$ cat src/rtl/svq_pkg.sv
// Package for the split virtqueue driver engine.
// Holds request kinds, status codes, field widths and parameter defaults.
package svq_pkg;

  localparam int unsigned NumQueuesDef    = 4;
  localparam int unsigned MaxQueueSizeDef = 256;
  localparam int unsigned MinQueueSize    = 2;

  localparam int unsigned KindW   = 3;
  localparam int unsigned QueueW  = 2;
  localparam int unsigned ReqW    = 16;
  localparam int unsigned IdW     = 8;
  localparam int unsigned AddrW   = 64;
  localparam int unsigned LenW    = 32;
  localparam int unsigned CountW  = 16;
  localparam int unsigned FreeW   = 9;
  localparam int unsigned StatusW = 3;

  typedef enum logic [KindW-1:0] {
    KIND_INIT   = 3'd0,
    KIND_ALLOC  = 3'd1,
    KIND_FILL   = 3'd2,
    KIND_SUBMIT = 3'd3,
    KIND_ADD    = 3'd4,
    KIND_FREE   = 3'd5,
    KIND_POP    = 3'd6,
    KIND_POST   = 3'd7
  } kind_e;

  typedef enum logic [StatusW-1:0] {
    ST_OK        = 3'd0,
    ST_BAD_QUEUE = 3'd1,
    ST_NO_FREE   = 3'd2,
    ST_BAD_DESC  = 3'd3,
    ST_BAD_SIZE  = 3'd4,
    ST_EMPTY     = 3'd5
  } status_e;

endpackage

$ cat src/rtl/svq_mod_unit.sv
// Bit-serial remainder unit: a 16-bit counter modulo a queue depth.
// Uses svq_pkg for the counter width; one quotient bit per cycle.
module svq_mod_unit
  import svq_pkg::*;
#(
  parameter int unsigned DEPTH_W = 9
) (
  input  logic               clk_i,
  input  logic               rst_ni,
  input  logic               start_i,
  input  logic [CountW-1:0]  dividend_i,
  input  logic [DEPTH_W-1:0] divisor_i,
  output logic               done_o,
  output logic [DEPTH_W-1:0] rem_o
);

  localparam int unsigned CntW = $clog2(CountW + 1);

  logic [CntW-1:0]    cnt_q;
  logic               done_q;
  logic [CountW-1:0]  dvd_q;
  logic [DEPTH_W-1:0] div_q;
  logic [DEPTH_W-1:0] rem_q;
  logic [DEPTH_W:0]   trial;
  logic [DEPTH_W-1:0] rem_d;

  // Restoring step: shift in the next dividend bit and subtract if it fits.
  always_comb begin
    trial = {rem_q, dvd_q[CountW-1]};
    if (trial >= {1'b0, div_q}) begin
      rem_d = DEPTH_W'(trial - {1'b0, div_q});
    end else begin
      rem_d = DEPTH_W'(trial);
    end
  end

  always_ff @(posedge clk_i or negedge rst_ni) begin
    if (!rst_ni) begin
      cnt_q  <= '0;
      done_q <= 1'b0;
    end else if (start_i) begin
      cnt_q  <= CntW'(CountW);
      done_q <= 1'b0;
    end else if (cnt_q != '0) begin
      cnt_q  <= cnt_q - 1'b1;
      done_q <= (cnt_q == CntW'(1));
    end else begin
      done_q <= 1'b0;
    end
  end

  always_ff @(posedge clk_i) begin
    if (start_i) begin
      dvd_q <= dividend_i;
      div_q <= divisor_i;
      rem_q <= '0;
    end else if (cnt_q != '0) begin
      dvd_q <= {dvd_q[CountW-2:0], 1'b0};
      rem_q <= rem_d;
    end
  end

  assign done_o = done_q;
  assign rem_o  = rem_q;

endmodule

$ cat config.mk
export PLATFORM = sky130hd
export DESIGN_NAME = svq_mod_unit
export DESIGN_NICKNAME = d
export VERILOG_FILES = /design/src/rtl/svq_pkg.sv /design/src/rtl/svq_mod_unit.sv
export SDC_FILE = /design/constraint.sdc
export NUM_CORES = 1
export LEC_CHECK = 0
export ABC_CLOCK_PERIOD_IN_PS = 3100
export BUFFER_PORTS_ARGS = -buffer_cell sky130_fd_sc_hd__buf_2
export CAP_MARGIN = 20
export CORE_ASPECT_RATIO = 0.7
export CORE_MARGIN = 2
export CORE_UTILIZATION = 30
export DETAILED_ROUTE_END_ITERATION = 8
export PLACE_DENSITY_LB_ADDON = 0.3
export SLEW_MARGIN = 40
export SYNTH_ARGS = -nofsm -noshare
export SYNTH_HDL_FRONTEND = slang
export SYNTH_SLANG_ARGS = --single-unit
$ cat constraint.sdc
create_clock -name clk_i -period 3.1 [get_ports clk_i]
set_clock_uncertainty 0.05 [all_clocks]
set_input_delay 0.62 -clock clk_i [delete_from_list [all_inputs] [get_ports clk_i]]
set_output_delay 0.62 -clock clk_i [all_outputs]
set_load 0.03 [all_outputs]
# After elaboration in Yosys (flattened, before gate mapping)
# Index checks and enable logic that the tools add are counted.
dict set report word_totals {
  wordCells 18
  ff_bits 40
  inputBits 28
  out_inout_bits 10
}
dict set report classes {
  mux 7
  eq_ne 1
  add_sub_neg 2
  n_lt_le_gt_ge 1
  n_reduce_logical 2
}
# operator count
set ops {}
lappend ops {{$mux W16} 2}
lappend ops {{$ge A10 B9 Y1} 1}
lappend ops {{$mux W5} 2}
lappend ops {{$mux W9} 1}
lappend ops {{$sub A9 B9 Y9} 1}
lappend ops {{$eq A5 B1 Y1 const B} 1}
lappend ops {{$reduce_bool A5 Y1} 1}
lappend ops {{$sub A5 B1 Y5 const B} 1}
lappend ops {{$mux W1} 2}
lappend ops {{$reduce_bool A2 Y1} 1}

# Longest topological paths before layout
# Gate-level depths: netlist of the first run.
dict set report logic_depth {
  depth_word 3
  mapped_depth 10
  mapped_depth_nobuf 9
}

# Least setup slack after synthesis of the first run
# Ideal clock, no wire load.
dict set report synth_timing {
  path_kind {register to register}
  from {register dvd_q[15]}
  to {register rem_q[5] (netlist: rem_o[5])}
  setup_time_ns 0.088
  path_slack_ns 0.787
  period_less_slack_ns 2.313
  path_buffers 1
  required_time_ns 2.962
  arrival_ns 2.175
  path_stages_with_launch 11
  cell_sequence {edfxtp_1 inv_1 ha_1 inv_1 fa_1 a211oi_1 o31a_2 o211a_2 buf_6 nand2_1 a311oi_2}
}
dict set report synth_via {
  elab_chain_len 2
  word_cells_on_any_way 3
  classes_between {1 x add/sub; 1 x order compare; 1 x mux}
}
# item line
set synth_lines {}
lappend synth_lines {{start, declared} svq_mod_unit.sv:21} ;# logic [CountW-1:0] dvd_q;
lappend synth_lines {{start signal, assigned} svq_mod_unit.sv:54} ;# dvd_q <= dividend_i;
lappend synth_lines {{start signal, assigned} svq_mod_unit.sv:58} ;# dvd_q <= {dvd_q[CountW-2:0], 1'b0};
lappend synth_lines {{$sub A9 B9 Y9 / $ge A10 B9 Y1 (equally long branches)} {svq_mod_unit.sv:31, svq_mod_unit.sv:30}}
lappend synth_lines {{$mux W9 (*)} svq_mod_unit.sv:30} ;# if (trial >= {1'b0, div_q}) begin
lappend synth_lines {{end signal, assigned} svq_mod_unit.sv:59} ;# rem_q <= rem_d;
lappend synth_lines {{end, declared} svq_mod_unit.sv:23} ;# logic [DEPTH_W-1:0] rem_q;
# Every way passes the cells marked *; elsewhere a longest branch is shown, timed or not.
# A chain may end at the register's enable or synchronous reset.

# Worst setup path in the final report of the first run
dict set report layout_timing {
  from {register dvd_q[15]}
  to {register rem_q[2] (netlist: rem_o[2])}
}
# Same word-level chain as after synthesis.

==> impl_metrics.py, run 1 <==
metrics = {
    "yosys": {
        "synth_edf_count": 25,
        "synth_top_area_share_pct": 35.0,
        "synthCells": 186,
        "ys_top_cells_by_count": "edfxtp_1, nor2_1, inv_1, mux2_2, ha_1",
        "synth.distinct_cells": 42,
        "synth_area_um2": 2150,
        "ys_async_sr_fraction_pct": 15.0,
        "synth_most_common_cell": "edfxtp_1",
        "synthMuxAreaShare_pct": 11.6,
        "synth-adder-area-share_pct": 7.93,
        "syn_nets": 227,
        "syn_area_per_cell_um2": 11.5,
        "synth_area_leaders": "edfxtp_1, dfxtp_1, mux2_2",
        "synth_top_family_by_area": "simple AND/OR/NAND/NOR gates",
        "synthSimpleGateAreaFrac_pct": 12.3,
        "ys_seq_area_share_pct": 50.4,
        "ys_seq_elements": 40,
        "synth_warnings": 0,
        "synthFlopType": "edfxtp_1",
        "yosysTopAreaCell": "edfxtp_1",
        "synth_xor_area_share_pct": 2.45,
        "synth-compound-area-share_pct": 10.6,
    },
    "pwr": {
        "power_density_nw_per_um2": 858,
        "p_total_mw": 2.14,
        "leakage_nw": 1.11,
        "max-vdd-ir-drop_mv": 0.360,
    },
    "finish": {
        "n_antenna_cell": 0,
        "final_core_util_pct": 36.5,
        "multiInputGateArea_um2": 963,
        "nets": 265,
        "fin_cells": 319,
        "seqCellArea_um2": 1080,
        "final_area_um2": 2500,
        "drive_above_1_share_pct": 29.8,
        "fillCellCount": 681,
        "layout-area-overhead-vs-synth_pct": 16.4,
    },
    "floorplan": {
        "rows": 25,
        "start_util_pct": 31.3,
        "ios": 38,
        "die_h_um": 74.8,
        "core_area_um2": 6850,
        "dieArea_um2": 7860,
        "dieWidth_um": 105,
    },
    "place": {
        "dpl_cell_area_um2": 2410,
        "gp_congestion": 0.837,
        "place_inst": 311,
        "place_hpwl_um": 2990,
        "port_buffers": 37,
    },
    "timing": {
        "period_needed_ps": 2680,
        "hold_violations": 0,
        "grt_setup_unrepaired": "false",
        "setup_tns_ps": 0,
        "fmax_mhz": 373,
        "worst_pin_slew_ps": 693,
        "relSlewSlack_pct": 53.7,
        "drv_slew": 0,
        "setup_viol": 0,
        "period_share_pct": 86.4,
    },
    "drt": {
        "ant_nets": 0,
        "via_count": 1483,
        "wirelength_um": 4170,
        "first_pass_iters": 4,
        "drt-initial-drc-count": 37,
        "vias_per_cell": 4.65,
        "wl_per_cell_um": 13.1,
        "remaining_drc_errors": 0,
    },
    "global_route": {
        "grt_pass1_wl_um": 7100,
        "grt_max_degree": 40,
        "grtUsageTotal_pct": 11.6,
        "antenna_found_initial": 0,
        "grt_overflow": 0,
        "grt_pass1_vias": 1447,
    },
    "run_status": {
        "outcome": "complete, no violations",
    },
    "cts": {
        "clock_path_buffers": 2,
        "cts_tree": "yes",
        "cts-root-buf": "clkbuf_8",
        "clk_pin_slew_ps": 90,
        "holdBufCountCts": 0,
        "postCtsSetupBuffers": 0,
        "post_cts_resized": 0,
        "cts_made_buffers": 5,
        "clk_latency_ps": 290,
        "htreeDepth": 2,
        "cts.sinks": 40,
    },
    "critical_path": {
        "cp-start-kind": "register",
        "cp.required_ps": 3240,
        "end_kind": "register",
        "crit_fanout": 14,
        "crit_type": "register to register",
        "crit_arrival_ps": 2820,
    },
    "job": {
        "cap_violations": 0,
    },
    "worst_hold_path": {
        "hold_path_class": "input pin to async pin",
    },
}
## cell type report
| class | count | share of cell area [%] |
|---|---|---|
| tap | 94 | 4.71 |
| inverter | 15 | 2.25 |
| clock inverter | 3 | 0.751 |
| sequential | 40 | 43.3 |
| multi-input combinational | 124 | 38.6 |
| timing repair buffer | 38 | 7.71 |
| clock buffer | 5 | 2.75 |
## routing by layer
| metal | GRT usage, % | up-vias | routed length, um |
|---|---|---|---|
| li1 | - | 755 | - |
| met1 | 17.3 | 692 | 2340 |
| met2 | 16.2 | 31 | 1600 |
| met3 | 2.94 | 5 | 190 |
| met4 | 4.00 | 0 | 39 |
| met5 | 0 | - | 0 |
## cells by family (layout without fill, tap and decap cells)
logic type / Yosys count / in the layout
and+or+nand+nor: 51 / 51
buffers and inverters: 22 / 61
DFF: 40 / 40
adders and majority gates: 13 / 13
AOI/OAI and AO/OA: 31 / 31
muxes: 23 / 23
xor gates and xnor gates: 6 / 6
## flip-flops by register name, indices dropped and copies added, names as in the netlist
| signal | count |
|---|---|
| div_q | 9 |
| cnt_q | 5 |
| done_o | 1 |
| rem_o | 9 |
| dvd_q | 16 |
## critical path, cell delays in order, from the launching register on
cell	delay (ps)
edfxtp_1	410
inv_1	80
ha_1	170
inv_1	60
fa_1	400
a211oi_1	340
o31a_2	240
o211a_2	400
nor4_1	110
a311o_1	330
## cells in the final DEF, fill, tap and decap left out, types with 2 or more instances in the layout
master	synthesis	final
a211oi_1	7	7
a21oi_1	8	8
a311o_1	2	2
and2_1	2	2
and3_1	2	2
and4_2	2	2
buf_2	2	37
clkbuf_8	0	5
clkinv_2	0	2
dfrtp_1	6	6
dfxtp_1	9	9
edfxtp_1	25	25
ha_1	12	12
inv_1	15	15
mux2_2	15	15
mux2i_1	8	8
nand2_1	10	10
nand3_1	2	2
nand3b_1	3	3
nand4b_1	2	2
nor2_1	17	17
nor3_1	4	4
nor4_1	3	3
o21ai_0	3	3
o21bai_1	3	3
xnor2_1	4	4
xor2_1	2	2
## final timing paths
kind / from / to / slack, ps / cells after the start
min reg2reg: rem_o[3] / rem_o[3] / 500 / 2
min in group clk_i: divisor_i[6] / div_q[6] / 450 / 1
max in group asynchronous: rst_ni / cnt_q[4] / 2770 / 1
max: dvd_q[15] / rem_o[2] / 420 / 9
max reg2reg: dvd_q[15] / rem_o[2] / 420 / 9
min: rst_ni / done_o / 80 / 1
## power by group
group	switching, mW	internal (mW)
clock	0.193	0.157
combinational	0.559	0.412
sequential	0.106	0.718
total	0.858	1.29
## stage by stage
stage	hold WS [ps]	setup WS, ps
after floorplan	274	787
after global placement	406	533
after detailed placement	404	453
after CTS	77.4	435
after global routing	79.3	227
final	82.0	421
No activity file was read; power rests on OpenSTA's default activity.
==> inputs of run 2 (changes only) <==
--- a/config.mk
+++ b/config.mk
@@ -12,7 +12,8 @@
 export CORE_MARGIN = 2
 export CORE_UTILIZATION = 30
 export DETAILED_ROUTE_END_ITERATION = 8
-export PLACE_DENSITY_LB_ADDON = 0.3
+export GPL_ROUTABILITY_DRIVEN = 0
+export PLACE_DENSITY_LB_ADDON = 0.05
 export SLEW_MARGIN = 40
 export SYNTH_ARGS = -nofsm -noshare
 export SYNTH_HDL_FRONTEND = slang
==> run 2 against run 1 <==
Die area unchanged. Largest power group unchanged. Clock-buffer cell count unchanged. Sequential power about the same. Routed wire length increased by 8.5%. Clock power increased by 19%. Setup slack improved by 8.5 ps. Total power increased by 3.6%. Worst hold slack improved by 9.4 ps. Critical path type unchanged. Cell area increased by 0.75%. Final cell count unchanged. Global-route usage increased by 0.85 points.
==> impl_metrics.py, run 2 (same netlist as run 1, synthesis figures left out) <==
metrics = {
    "run_status": {
        "outcome": "complete, no violations",
    },
    "cts": {
        "clk_latency_ps": 290,
        "cts.sinks": 40,
        "htreeDepth": 2,
        "cts_tree": "yes",
        "holdBufCountCts": 0,
        "clk_pin_slew_ps": 80,
        "postCtsSetupBuffers": 0,
        "cts_made_buffers": 5,
        "post_cts_resized": 0,
        "clock_path_buffers": 2,
        "cts-root-buf": "clkbuf_8",
    },
    "timing": {
        "worst_pin_slew_ps": 686,
        "period_needed_ps": 2670,
        "setup_viol": 0,
        "fmax_mhz": 374,
        "setup_tns_ps": 0,
        "grt_setup_unrepaired": "false",
        "hold_violations": 0,
        "period_share_pct": 86.1,
        "relSlewSlack_pct": 54.1,
        "drv_slew": 0,
    },
    "finish": {
        "final_core_util_pct": 36.7,
        "drive_above_1_share_pct": 28.9,
        "final_area_um2": 2520,
        "layout-area-overhead-vs-synth_pct": 17.3,
        "top_register": "dvd_q",
        "nets": 265,
        "final_cell_mix": "buf_2, edfxtp_1, nor2_1",
        "seqCellArea_um2": 1080,
        "fin_cells": 319,
        "n_antenna_cell": 0,
        "multiInputGateArea_um2": 963,
        "layout_commonest_cell": "buf_2",
        "largest_reg_flops": 16,
        "fillCellCount": 697,
    },
    "drt": {
        "vias_per_cell": 4.61,
        "wl_per_cell_um": 14.2,
        "first_pass_iters": 4,
        "wirelength_um": 4530,
        "remaining_drc_errors": 0,
        "via_count": 1470,
        "drt-initial-drc-count": 40,
        "ant_nets": 0,
    },
    "job": {
        "cap_violations": 0,
    },
    "critical_path": {
        "end_kind": "register",
        "crit_family": "compound AO/OA/AOI/OAI gates",
        "path_cells": "inv_1 -> ha_1 -> inv_1 -> fa_1 -> a211oi_1 -> o31a_2 -> o211a_2 -> nor4_1 -> a311o_1",
        "max_stage_delay_ps": 400,
        "cp_common_cell": "inv_1",
        "crit_type": "register to register",
        "crit_arrival_ps": 2800,
        "crit_path_start": "dvd_q[15]",
        "path_buf_inv": 2,
        "worstReg2RegStart": "dvd_q[15]",
        "cp.required_ps": 3230,
        "cp-start-kind": "register",
        "slowest_stage": "fa_1",
        "crit_fanout": 14,
    },
    "place": {
        "place_hpwl_um": 3310,
        "port_buffers": 37,
        "dpl_cell_area_um2": 2410,
        "place_inst": 311,
    },
    "global_route": {
        "grt_max_degree": 40,
        "grtUsageTotal_pct": 12.5,
        "grt_pass1_vias": 1548,
        "grt_pass1_wl_um": 7510,
        "grt_overflow": 0,
        "antenna_found_initial": 0,
    },
    "floorplan": {
        "ios": 38,
        "core_area_um2": 6850,
        "rows": 25,
        "dieArea_um2": 7860,
        "dieWidth_um": 105,
        "die_h_um": 74.8,
        "start_util_pct": 31.3,
    },
    "pwr": {
        "p_total_mw": 2.22,
        "max-vdd-ir-drop_mv": 0.252,
        "leakage_nw": 1.12,
        "power_density_nw_per_um2": 883,
    },
    "worst_hold_path": {
        "hold_path_class": "input pin to async pin",
    },
}
[run 2: worst reg2reg max path: cells and delay by family, from the launching register on]
kind                       cells  cell delay, ps
and+or+nand+nor                1              90
DFF                            1             380
AOI/OAI and AO/OA              4            1320
adders and majority gates      2             580
buffers and inverters          2             130
[run 2: metrics by stage]
step	hold WS, ps	worst slack [ps]
after global placement	401	532
after global routing	87.0	203
after CTS	87.3	411
after detailed placement	403	446
after floorplan	274	787
final	91.4	430
[run 2: final cells by class]
| type | count | area share, % |
|---|---|---|
| clock buffer | 5 | 2.73 |
| clock inverter | 3 | 1.49 |
| inverter | 15 | 2.24 |
| multi-input combinational | 124 | 38.3 |
| sequential | 40 | 42.9 |
| tap | 94 | 4.67 |
| timing repair buffer | 38 | 7.65 |
[run 2: routing by layer]
layer	vias to the layer above	global-route usage, %	routed length [um]
met2	27	18.5	1810
met5	-	0	0
met1	684	17.8	2500
met3	4	3.38	181
met4	0	3.85	38
li1	755	-	-
[run 2: report_power, final]
part	internal (mW)	total [mW]	leakage [nW]	switching [mW]
sequential	0.718	0.825	0.408	0.107
clock	0.235	0.416	0.0532	0.182
combinational	0.412	0.981	0.654	0.569
[run 2: path summary, 6_finish.rpt]
path	depth (start not counted)	slack, ps	end
min in group clk_i	1	450	div_q[4]
worst min-delay path	1	90	cnt_q[1]
worst min register to register	2	480	cnt_q[4]
worst max-delay path	9	430	rem_o[0]
worst max register to register	9	430	rem_o[0]
max in group asynchronous	1	2770	cnt_q[2]
